`config.mk`:
```
export PLATFORM = sky130hd
export DESIGN_NAME = servo_frame_receiver
export DESIGN_NICKNAME = d
export VERILOG_FILES = /design/src/hdl/sfr_pkg.sv /design/src/hdl/sfr_in_reg.sv /design/src/hdl/sfr_parser.sv /design/src/hdl/servo_frame_receiver.sv
export SDC_FILE = /design/constraint.sdc
export NUM_CORES = 1
export LEC_CHECK = 0
export BUFFER_PORTS_ARGS = -buffer_cell sky130_fd_sc_hd__buf_4
export CAP_MARGIN = 10
export CORE_MARGIN = 3
export CORE_UTILIZATION = 40
export DETAILED_ROUTE_END_ITERATION = 6
export SYNTH_ARGS = -nofsm -noshare
export SYNTH_HDL_FRONTEND = slang
export SYNTH_SLANG_ARGS = --single-unit
export TNS_END_PERCENT = 5
```
`constraint.sdc`:
```
create_clock -name clk -period 6.6 [get_ports clk]
set_input_delay 0.66 -clock clk [delete_from_list [all_inputs] [get_ports clk]]
set_output_delay 0.66 -clock clk [all_outputs]
set_load 0.005 [all_outputs]
```
`src/hdl/sfr_pkg.sv`:
```
// shared types and constants for the servo frame receiver
// no dependencies; imported by every hdl file of the block

package sfr_pkg;

	localparam logic [7:0] HDR_BYTE      = 8'hFF;
	localparam logic [7:0] NODE_ADDR_RST = 8'h01;

	// frame status codes
	localparam logic [1:0] ST_GOOD    = 2'd0;
	localparam logic [1:0] ST_BAD_SUM = 2'd1;
	localparam logic [1:0] ST_BAD_LEN = 2'd2;

	typedef enum logic [2:0] {
		PH_HDR1  = 3'd0,
		PH_HDR2  = 3'd1,
		PH_HDR3  = 3'd2,
		PH_ADDR  = 3'd3,
		PH_LEN   = 3'd4,
		PH_ERR   = 3'd5,
		PH_PARAM = 3'd6,
		PH_CHK   = 3'd7
	} phase_t;

	// registered byte handed from the input stage to the parser
	typedef struct packed {
		logic       valid;
		logic [7:0] data;
	} rx_word_t;

endpackage

```
`src/hdl/sfr_in_reg.sv`:
```
// input stage of the servo frame receiver: one registered byte
// depends on sfr_pkg

module sfr_in_reg (
	input  logic              clk,
	input  logic              arst_n,
	input  logic              in_valid,
	output logic              in_ready,
	input  logic [7:0]        rx_byte,
	output sfr_pkg::rx_word_t word_s1,
	input  logic              take
);
	import sfr_pkg::*;

	logic       valid_s1;
	logic [7:0] byte_s1;

	// stage frees up in the same cycle the parser takes its word
	assign in_ready = !valid_s1 || take;

	always_ff @(posedge clk or negedge arst_n) begin
		if (!arst_n) begin
			valid_s1 <= 1'b0;
		end else if (in_ready) begin
			valid_s1 <= in_valid;
		end
	end

	always_ff @(posedge clk) begin
		if (in_valid && in_ready) begin
			byte_s1 <= rx_byte;
		end
	end

	assign word_s1.valid = valid_s1;
	assign word_s1.data  = byte_s1;

endmodule

```
`src/hdl/sfr_parser.sv`:
```
// frame parser and result register of the servo frame receiver
// depends on sfr_pkg

module sfr_parser (
	input  logic              clk,
	input  logic              arst_n,
	input  sfr_pkg::rx_word_t word_s1,
	output logic              take,
	input  logic [7:0]        node_address,
	output logic              out_valid,
	input  logic              out_ready,
	output logic [15:0]       raw_position,
	output logic [7:0]        servo_error,
	output logic [7:0]        param_count,
	output logic [1:0]        frame_status
);
	import sfr_pkg::*;

	phase_t     phase_q, phase_d;
	logic [7:0] left_q, left_d;
	logic [7:0] sum_q, sum_d;
	logic [7:0] len_q, len_d;
	logic [7:0] err_q, err_d;
	logic [7:0] pos_lo_q, pos_lo_d;
	logic [7:0] pos_hi_q, pos_hi_d;

	logic        out_valid_q;
	logic [15:0] pos_q;
	logic [7:0]  serr_q;
	logic [7:0]  pcnt_q;
	logic [1:0]  status_q;

	logic       is_hdr;
	logic       emit;
	logic [7:0] b;
	logic [7:0] pcount;
	logic [7:0] idx;
	logic [7:0] sum_b;
	logic [1:0] status_d;

	assign b      = word_s1.data;
	assign is_hdr = (b == HDR_BYTE);
	assign sum_b  = sum_q + b;
	assign pcount = len_q - 8'd2;
	assign idx    = pcount - left_q;

	// only the checksum byte needs room in the result register
	assign take = word_s1.valid && (phase_q != PH_CHK || !out_valid_q || out_ready);
	assign emit = take && (phase_q == PH_CHK);

	always_comb begin
		phase_d = phase_q;
		unique case (phase_q)
			PH_HDR1:  phase_d = is_hdr ? PH_HDR2 : PH_HDR1;
			PH_HDR2:  phase_d = is_hdr ? PH_HDR3 : PH_HDR1;
			PH_HDR3:  phase_d = is_hdr ? PH_ADDR : PH_HDR1;
			PH_ADDR: begin
				priority if (b == node_address) phase_d = PH_LEN;
				else if (is_hdr)                 phase_d = PH_ADDR;
				else                             phase_d = PH_HDR1;
			end
			PH_LEN:   phase_d = PH_ERR;
			PH_ERR:   phase_d = (left_q != 8'd0) ? PH_PARAM : PH_CHK;
			PH_PARAM: phase_d = (left_q != 8'd1) ? PH_PARAM : PH_CHK;
			PH_CHK:   phase_d = PH_HDR1;
			default:  phase_d = PH_HDR1;
		endcase
	end

	always_comb begin
		left_d   = left_q;
		sum_d    = sum_q;
		len_d    = len_q;
		err_d    = err_q;
		pos_lo_d = pos_lo_q;
		pos_hi_d = pos_hi_q;
		unique case (phase_q)
			PH_ADDR: begin
				if (b == node_address) begin
					sum_d = b;
				end
			end
			PH_LEN: begin
				len_d    = b;
				sum_d    = sum_b;
				left_d   = (b >= 8'd2) ? b - 8'd2 : 8'd0;
				pos_lo_d = 8'd0;
				pos_hi_d = 8'd0;
			end
			PH_ERR: begin
				err_d = b;
				sum_d = sum_b;
			end
			PH_PARAM: begin
				// left is never zero here
				sum_d  = sum_b;
				left_d = left_q - 8'd1;
				if (idx == 8'd0) begin
					pos_lo_d = b;
				end
				if (idx == 8'd1) begin
					pos_hi_d = b;
				end
			end
			PH_CHK: begin
				left_d = 8'd0;
			end
			default: begin
			end
		endcase
	end

	always_comb begin
		priority if (len_q < 8'd2)   status_d = ST_BAD_LEN;
		else if (b == ~sum_q)        status_d = ST_GOOD;
		else                         status_d = ST_BAD_SUM;
	end

	always_ff @(posedge clk or negedge arst_n) begin
		if (!arst_n) begin
			phase_q  <= PH_HDR1;
			left_q   <= 8'd0;
			sum_q    <= 8'd0;
			len_q    <= 8'd0;
			err_q    <= 8'd0;
			pos_lo_q <= 8'd0;
			pos_hi_q <= 8'd0;
		end else if (take) begin
			phase_q  <= phase_d;
			left_q   <= left_d;
			sum_q    <= sum_d;
			len_q    <= len_d;
			err_q    <= err_d;
			pos_lo_q <= pos_lo_d;
			pos_hi_q <= pos_hi_d;
		end
	end

	always_ff @(posedge clk or negedge arst_n) begin
		if (!arst_n) begin
			out_valid_q <= 1'b0;
		end else if (emit) begin
			out_valid_q <= 1'b1;
		end else if (out_ready) begin
			out_valid_q <= 1'b0;
		end
	end

	always_ff @(posedge clk) begin
		if (emit) begin
			serr_q   <= err_q;
			status_q <= status_d;
			if (len_q < 8'd2) begin
				pos_q  <= 16'd0;
				pcnt_q <= 8'd0;
			end else begin
				pos_q  <= {pos_hi_q, pos_lo_q};
				pcnt_q <= pcount;
			end
		end
	end

	assign out_valid    = out_valid_q;
	assign raw_position = pos_q;
	assign servo_error  = serr_q;
	assign param_count  = pcnt_q;
	assign frame_status = status_q;

endmodule

```
`src/hdl/servo_frame_receiver.sv`:
```
// top level of the servo frame receiver: node address register, input stage, parser
// depends on sfr_pkg, sfr_in_reg, sfr_parser
//
// channel   direction  payload                                          handshake
// in        sink       rx_byte                                          in_valid / in_ready
// out       source     raw_position, servo_error, param_count,          out_valid / out_ready
//                      frame_status
// cfg       sink       cfg_data (node address)                          cfg_valid / cfg_ready
//
// one byte accepted per clock unless a checksum byte waits; a result goes valid after its checksum byte
// is accepted and has passed the input register, then parser state and result register
// only the checksum byte waits on a full result register; other bytes keep flowing
// reset clears the hunt state, the stage valids and the result valid; node address is 1
// cfg_ready is always high; the address changes at the accepting edge

module servo_frame_receiver (
	input  logic        clk,
	input  logic        arst_n,
	input  logic        in_valid,
	output logic        in_ready,
	input  logic [7:0]  rx_byte,
	output logic        out_valid,
	input  logic        out_ready,
	output logic [15:0] raw_position,
	output logic [7:0]  servo_error,
	output logic [7:0]  param_count,
	output logic [1:0]  frame_status,
	input  logic        cfg_valid,
	output logic        cfg_ready,
	input  logic [7:0]  cfg_data
);
	import sfr_pkg::*;

	logic [7:0] node_address_q;
	rx_word_t   word_s1;
	logic       take;

	assign cfg_ready = 1'b1;

	always_ff @(posedge clk or negedge arst_n) begin
		if (!arst_n) begin
			node_address_q <= NODE_ADDR_RST;
		end else if (cfg_valid && cfg_ready) begin
			node_address_q <= cfg_data;
		end
	end

	sfr_in_reg u_in_reg (
		.clk      (clk),
		.arst_n   (arst_n),
		.in_valid (in_valid),
		.in_ready (in_ready),
		.rx_byte  (rx_byte),
		.word_s1  (word_s1),
		.take     (take)
	);

	sfr_parser u_parser (
		.clk          (clk),
		.arst_n       (arst_n),
		.word_s1      (word_s1),
		.take         (take),
		.node_address (node_address_q),
		.out_valid    (out_valid),
		.out_ready    (out_ready),
		.raw_position (raw_position),
		.servo_error  (servo_error),
		.param_count  (param_count),
		.frame_status (frame_status)
	);

endmodule

```
# Word level (Yosys, flattened, before mapping)
# Index checks and enable logic that the tools add are counted.
[word_totals]
ff_bits = 103
input_bits = 21
out_inout_bits = 37
elab_cells = 79
[classes]
add_sub_neg = 5
n_lt_le_gt_ge = 2
n_eq_ne = 16
muxes = 18
bitwise_logic = 1
reduce_logical = 22
[op_table]
columns = ["cell", "n"]
rows = [
  ["one-hot mux 8 bit (2 select lines)", 3],
  ["2-to-1 mux 8 bit", 4],
  ["one-hot mux 3 bit (8 select lines)", 1],
  ["one-hot mux 8 bit (3 select lines)", 1],
  ["== test 8 bit", 2],
  ["subtractor 8 x 2 -> 8 bit, second input constant", 2],
  ["== test 3 bit, second input constant", 4],
  ["AND reduction 3 bit", 3],
  ["adder 8 bit", 1],
  ["== test 8 x 1 -> 1 bit, second input constant", 1],
  ["== test 8 bit, second input constant", 1],
  ["greater-or-equal comparator 8 x 2 -> 1 bit, second input constant", 1],
  ["zero test 8 bit", 1],
  ["< comparator 8 x 2 -> 1 bit, second input constant", 1],
  ["!= test 8 x 1 -> 1 bit, second input constant", 1],
  ["inverter 8 bit", 1],
  ["nonzero test 8 bit", 1],
  ["subtractor 8 x 1 -> 8 bit, second input constant", 1],
  ["subtractor 8 bit", 1],
  ["== test 3 x 2 -> 1 bit, second input constant", 2],
  ["2-to-1 mux 1 bit", 6],
  ["!= test 2 x 1 -> 1 bit, second input constant", 3],
  ["AND reduction 2 bit", 3],
  ["nonzero test 2 bit", 3],
  ["10 further kinds", 16],
]

# Logic depth before layout (Yosys ltp)
# Gate-level depths: netlist (run 1).
[logic_depth]
ltp_word = 6
depth_mapped = 13
mapped_depth_nobuf = 12

# Cells and area by module
# A second synthesis (run 1) with hierarchy kept.
[unflattened]
cells_unflattened = 509
area_unflattened_um2 = 5504.0
[by_module_without_submodules]
columns = ["mod", "instances", "cells_each", "area_each_um2", "seq_area_each_um2"]
rows = [
  ["sfr_parser", 1, 477, 4858.4, 2322.2],
  ["servo_frame_receiver", 1, 19, 344.1, 201.4],
  ["sfr_in_reg", 1, 13, 301.5, 265.3],
]

# Least setup slack after synthesis (run 1)
# No wires, ideal clock.
[synth_timing]
path_kind = "reg-to-reg"
start = "register u_parser.len_q[1]"
end = "register u_parser.pos_hi_q[6]"
setup_ns = 0.079
arrival_time_ns = 2.919
required_ns = 6.521
path_slack_ns = 3.602
path_stages_with_launch = 12
path_buffers = 1
synth_period_minus_slack_ns = 2.998
path_cell_list = "dfrtp_1 > or4_2 > nor2_1 > xor2_1 > ha_1 > o21ai_0 > a32oi_1 > xor2_1 > a2111oi_2 > and2b_1 > buf_6 > mux2i_1"
[synth_via]
elab_chain_len = 5
[synth_lines]
columns = ["item", "line", "source"]
rows = [
  ["start, declared", "sfr_parser.sv:22", "logic [7:0] len_q, len_d;"],
  ["start signal, assigned", "sfr_parser.sv:132", "len_q <= len_d;"],
  ["subtractor 8 x 2 -> 8 bit", "sfr_parser.sv:44", "assign pcount = len_q - 8'd2;"],
  ["net u_parser.pcount[6]", "sfr_parser.sv:36", "logic [7:0] pcount;"],
  ["subtractor 8 bit", "sfr_parser.sv:45", "assign idx = pcount - left_q;"],
  ["== test 8 x 1 -> 1 bit", "sfr_parser.sv:101", "if (idx == 8'd1) begin"],
  ["!= test 2 x 1 -> 1 bit (no source line)", "--", ""],
  ["AND reduction 3 bit (no source line)", "--", ""],
  ["end signal, assigned", "sfr_parser.sv:135", "pos_hi_q <= pos_hi_d;"],
  ["end, declared", "sfr_parser.sv:25", "logic [7:0] pos_hi_q, pos_hi_d;"],
]
# The timed path passes the listed nets, and every way through them passes these cells.
# A chain may end at the register's enable or synchronous reset.

# Final worst setup path (run 1)
[layout_timing]
start = "register u_parser.len_q[1]"
end = "register u_parser.pos_hi_q[2]"
# The elaborated chain is that of the path after synthesis.

==> metrics, run 1 <==
CTS Buf Count 9; Worst Setup Start Kind register; CP required 6870 ps; mapped cell area 5165 sq um; Synth top cells by count dfrtp_1 (60), nand2_1 (46), edfxtp_1 (42); largest net degree at the start of global routing 62; status finished clean; WL/cell roughly 16 um; Final setup viols 0; detailed placement HPWL 7562 um; Post-DRT Antenna Nets 0; Post-CTS Setup Inserts 0; Final min period 3542 ps; initial antenna violation count 0; die width 119.6 um; largest cells by area after synthesis dfrtp_1 (29%), edfxtp_1 (24%), mux2_2 (5.2%); Worst setup EP type register; remaining global-route overflow 0; CTS Sinks 103; Worst R2R End u_parser.pos_hi_q[2]; Worst R2R Path Depth 10; area fraction in compound gates after synthesis 11.00%; Die Height 119.6 um; die area 14,310 sq um; class of the tightest hold or removal check primary input to asynchronous set/reset pin; Fin Hold WS 404.1 ps; Resize count post-CTS 0; mux contribution to synthesized area 8.915%; Synth cell types 55; final instance area roughly 6000 sq um; Seq cells post-synth ~100; leading area contributor after synthesis dfrtp_1; Mapped Cells 464; GP Congestion 0.8432; routed vias/inst 5.193; Area Growth Syn to Fin 16.59%; Worst Setup SP u_parser.len_q[1]; post-synthesis xor/xnor area fraction under 10%; DRC Markers 0; layout cells sized above 1 between 20% and 30%; top-area cell type share of the netlist area 29.07%; row count 40; peak supply drop 0.1813 mV; DR vias between 3,000 and 4,000; Max Fclk approximately 280 MHz; CP max stage delay 740 ps; max-slew violations 0; most common cell in the netlist dfrtp_1; slew of the pin with the lowest slew margin 1023 ps; PwrDens 399.5 nW/um^2; register area share after synthesis a little over half; Rel. slew slack approximately a third; Slowest cell on crit path or4_2; Synth Area in Adders 5.136%; layout net count roughly 550; initial core utilization 41.95%; fin util 48.91%; setup TNS 0 ps; H-Tree Depth 3; ys async rst share just under 60%; area share of and/or/nand/nor cells after synthesis a little over an eighth; first-pass GRT wire length 18,270 um; placed standard-cell area 5731 sq um; clock root cell clkbuf_16; number of global-route vias before repair 3,670; Max FO, Critical Path 8; Hold Buf Count CTS 0; FF-to-FF setup slack just over 3000 ps; clock buffer depth 2; Post-synth EDFFs 42; Largest register FFs 16; Starting DRT DRC Count about 130; I/O Pins 58; CTS tree yes; CP cell instances or4_2 -> nor2_1 -> xor2_1 -> ha_1 -> o21ai_0 -> a32oi_1 -> xor2_1 -> a2111oi_2 -> and2b_1 -> mux2i_1; largest family of logic cells by synthesized area simple AND/OR/NAND/NOR gates; Main synth FF type dfrtp_1; Max-Cap Viols 0; Pleak roughly 2.5 nW; clock latency on the worst-skew pair around 350 ps; First-pass DRT Iterations 4; I/O Buffers 56; crit share post-route a little over half; crit path DAT about 3800 ps; reg2reg start u_parser.len_q[1]; GRT Total Usage 15.87%; syn nets 505; RSZ-0062 raised after global routing no; CTS clk-pin slew, worst paths 70 ps; syn avg cell area 11.13 sq um; CP most frequent cell xor2_1; diode count 0; Fin. Hold Viols 0; Critical Path Sink u_parser.pos_hi_q[2]; worst clock skew approximately 7.6 ps; total wire length ~11,000 um; Yosys Warn Count 0; Setup CP Type register to register; area of the core 12,310 sq um
-- per-layer routing --
layer	part of all wire, %	global-route usage [%]	vias to the layer above	routed length, um
met5	0	0	-	0
met4	1.2	4.510	0	125
met3	4.0	3.346	11	430
met2	46	24.68	66	4908
met1	49	22.55	1716	5245
li1	-	-	1759	-
-- kinds of logic after synthesis --
family	count (synthesis)
AND/OR/NAND/NOR	138
flip-flops	103
AO/OA/AOI/OAI	91
buffers and inverters	45
multiplexers	43
XOR/XNOR	23
adder cells (fa/ha/maj)	20
other	1
-- how the worst min path moves through the flow --
stage	start	end	slack, ps	cells after the start
6_report	arst_n	u_parser.sum_q[2]	400	1
5_1_grt	arst_n	u_parser.sum_q[0]	460	1
4_1_cts	arst_n	u_parser.sum_q[0]	430	1
3_5_place_dp	u_parser.err_q[1]	u_parser.servo_error[1]	440	0
3_3_place_gp	u_parser.err_q[5]	u_parser.servo_error[5]	420	0
2_1_floorplan	arst_n	node_address_q[1]	360	0
-- layout by cell type, fill, tap and decap left out, types with 2 or more instances in the layout --
master     count
nand2_1       46
clkbuf_16      9
ha_1          18
nand2b_1       2
clkbuf_1       2
nor3_1        11
o211ai_1       2
o31ai_1        4
buf_4         58
xnor2_1       13
mux2i_1       19
dfrtp_1       60
nor2_1        26
a41oi_1        2
edfxtp_1      42
o22ai_1        2
mux2_2        24
a21boi_0       4
xor2_1         9
o32ai_1        2
o41ai_1        2
a32oi_1        2
a21oi_1       19
o21ai_0       33
a211oi_1       2
a22oi_1        3
and2_1         3
nor2b_1       21
nand4_1        5
nor4_1         4
and3_1         3
fa_1           2
inv_1         23
a31oi_1        7
nand3_1        6
-- through the flow --
step           power, W  instances  setup slack [ps]
6_report       0.002406        684              3058
5_1_grt        0.002599        684              2809
4_1_cts        0.002418        684              3023
3_5_place_dp   0.001883        668              3042
3_3_place_gp   0.001854        668              3187
2_1_floorplan  0.001654        464              3602
-- where the power goes --
group	internal, W	leakage [nW]	switching, W	total (W)
logic	0.000412	1.22	0.000525	0.000937
clock network	0.000295	0.138	0.000234	0.000529
registers	0.000806	1.16	0.000134	0.000940
-- critical path: cells and delay by family, from the launching register on --
kind / cells / cell delay [ps]
AO/OA/AOI/OAI: 3 / 800
adder cells (fa/ha/maj): 1 / 320
multiplexers: 1 / 240
flip-flops: 1 / 420
AND/OR/NAND/NOR: 3 / 1440
XOR/XNOR: 2 / 250
-- cell type report --
| type | count | area (sq um) |
|---|---|---|
| clock buffers | 11 | 232.7 |
| clock inverters | 5 | 58.81 |
| fillers | 1159 | 6290 |
| inverters | 23 | 86.33 |
| multi-input cells | 316 | 2210 |
| flip-flops and latches | 103 | 2789 |
| well taps | 168 | 210.2 |
| repair buffers | 58 | 435.4 |
No activity file was read; power rests on OpenSTA's default activity.
==> run 2: changes to the inputs <==
==> constraint.sdc (replaced) <==
create_clock -name clk -period 3 [get_ports clk]
set_input_delay 0.3 -clock clk [delete_from_list [all_inputs] [get_ports clk]]
set_output_delay 0.3 -clock clk [all_outputs]
set_load 0.005 [all_outputs]
==> metrics, run 2 (synthesis results as in run 1) <==
clock buffer depth 2 (unchanged); number of global-route vias before repair 3,697 (was 3,670); layout net count 584 (was 552); initial antenna violation count 0 (unchanged); total wire length 10,890 um (was 10,710 um); DRC Markers 0 (unchanged); Post-DRT Antenna Nets 0 (unchanged); Setup CP Type register to register (unchanged); Die Height 119.6 um (unchanged); Worst Setup Start Kind register (unchanged); First-pass DRT Iterations 4 (unchanged); crit path DAT 3240 ps (was 3810 ps); first-pass GRT wire length 18,260 um (was 18,270 um); Starting DRT DRC Count 241 (was 133); routed vias/inst 5.091 (was 5.193); DR vias 3,645 (was 3,552); crit share post-route 99.23% (was 53.66%); fin util 51.82% (was 48.91%); layout cells sized above 1 27.92% (was 20.54%); die area 14,310 sq um (unchanged); Hold Buf Count CTS 0 (unchanged); class of the tightest hold or removal check primary input to asynchronous set/reset pin (unchanged); slew of the pin with the lowest slew margin 1009 ps (was 1023 ps); Pleak 2.682 nW (was 2.515 nW); area of the core 12,310 sq um (unchanged); WL/cell 15.21 um (was 15.66 um); CTS clk-pin slew, worst paths 70 ps (about the same); placed standard-cell area 5953 sq um (was 5731 sq um); Rel. slew slack 32.66% (was 31.72%); Max-Cap Viols 0 (unchanged); Final min period 2977 ps (was 3542 ps); Max FO, Critical Path 8 (unchanged); Final setup viols 0 (unchanged); diode count 0 (unchanged); CTS Sinks 103 (unchanged); H-Tree Depth 3 (unchanged); I/O Pins 58 (unchanged); most frequent cells in the layout buf_4 (88), dfrtp_1 (60), nand2_1 (45) (was dfrtp_1 (60), buf_4 (58), nand2_1 (46)); clock root cell clkbuf_16 (unchanged); Fin Hold WS 44.64 ps (was 404.1 ps); remaining global-route overflow 0 (unchanged); max-slew violations 0 (unchanged); largest net degree at the start of global routing 62 (unchanged); RSZ-0062 raised after global routing yes (was no); Largest register FFs 16 (unchanged); Final Non-Filler Cells 716 (was 684); Max Fclk 335.9 MHz (was 282.3 MHz); clock latency on the worst-skew pair 340 ps (was 350 ps); I/O Buffers 56 (unchanged); worst clock skew 10.12 ps (was 7.630 ps); GRT Total Usage 15.89% (was 15.87%); initial core utilization 41.95% (unchanged); row count 40 (unchanged); Area Growth Syn to Fin 23.52% (was 16.59%); commonest non-fill, non-tap cell in the layout buf_4 (was dfrtp_1); Fin. Hold Viols 0 (unchanged); CP required 3270 ps (was 6870 ps); Worst setup EP type register (unchanged); CTS Buf Count 9 (unchanged); die width 119.6 um (unchanged); status finished clean (unchanged); PwrDens 909.1 nW/um^2 (was 399.5 nW/um^2); CTS tree yes (unchanged); Placed Cells 696 (was 668); final instance area 6380 sq um (was 6022 sq um); detailed placement HPWL 7721 um (was 7562 um); GP Congestion 0.8302 (was 0.8432); Final Power 0.005800 W (was 0.002406 W); peak supply drop 0.5385 mV (was 0.1813 mV)
-- run 2: cell count changes in the layout (fill, tap and decap cells not counted), moves of 2 or more --
cell / previous run / this run
ha_4: 0 / 2
ha_1: 18 / 16
o21ai_0: 33 / 29
xor2_1: 9 / 7
inv_2: 0 / 2
nand3_2: 0 / 2
o21ai_1: 0 / 4
inv_1: 23 / 21
buf_4: 58 / 88
nand3_1: 6 / 4
-- run 2: area by class of cell --
cell class | instances | area [sq um]
Clock buffer | 10 | 229.0
Clock inverter | 6 | 45.04
Fill cell | 1144 | 5932
Inverter | 23 | 86.33
Multi-Input combinational cell | 316 | 2328
Sequential cell | 103 | 2789
Tap cell | 168 | 210.2
Timing Repair Buffer | 90 | 691.9
-- run 2: stage by stage --
stage	setup TNS [ps]	worst slack, ps
2_1_floorplan	0	1.888
3_3_place_gp	-926.4	-102.2
5_1_grt	-1249	-164.9
4_1_cts	-433.8	-70.98
3_5_place_dp	-2576	-215.3
6_report	0	23.21
-- run 2: per-layer routing --
metal | vias to the layer above | part of all wire, % | track usage, %
met5 | - | 0 | 0
met3 | 11 | 5.1 | 3.676
met2 | 87 | 47 | 25.39
met1 | 1733 | 47 | 21.73
li1 | 1814 | - | -
met4 | 0 | 1.4 | 4.653
-- run 2: worst max-delay path, cell delays in order, from the launching register on --
cell and delay, ps:
dfrtp_1 390, buf_4 160, or4_4 450, nand2_2 100, ha_4 200, buf_4 150, nor2_1 140, nand3_2 80
mux2i_1 140, a31oi_1 80, a2111oi_2 360, buf_4 170, and2b_1 160, buf_12 140, mux2i_1 190
-- run 2: final timing paths --
path / startpoint / end / slack, ps / cells past startpoint
setup reg to reg: u_parser.len_q[2] / u_parser.pos_hi_q[0] / 20 / 14
hold / removal: arst_n / u_parser.sum_q[3] / 40 / 1
max in group asynchronous: arst_n / u_parser.sum_q[7] / 2420 / 1
min in group clk: rx_byte[5] / u_in_reg.byte_s1[5] / 140 / 1
setup / recovery: u_parser.len_q[2] / u_parser.pos_hi_q[0] / 20 / 14
hold reg to reg: u_parser.err_q[1] / u_parser.servo_error[1] / 440 / 0
-- run 2: power breakdown --
| group | leakage, nW | switching (W) | internal, W |
|---|---|---|---|
| registers | 1.16 | 0.000276 | 0.00177 |
| clock network | 0.127 | 0.000507 | 0.000567 |
| logic | 1.40 | 0.00138 | 0.00130 |
-- run 2: repair_timing --
item / 4_1_cts / 5_1_grt
endpoints found under the setup margin: 16 / 16
buffers inserted: 2 / 2
gates resized for setup: 8 / 19
pin swaps: 1 / 11
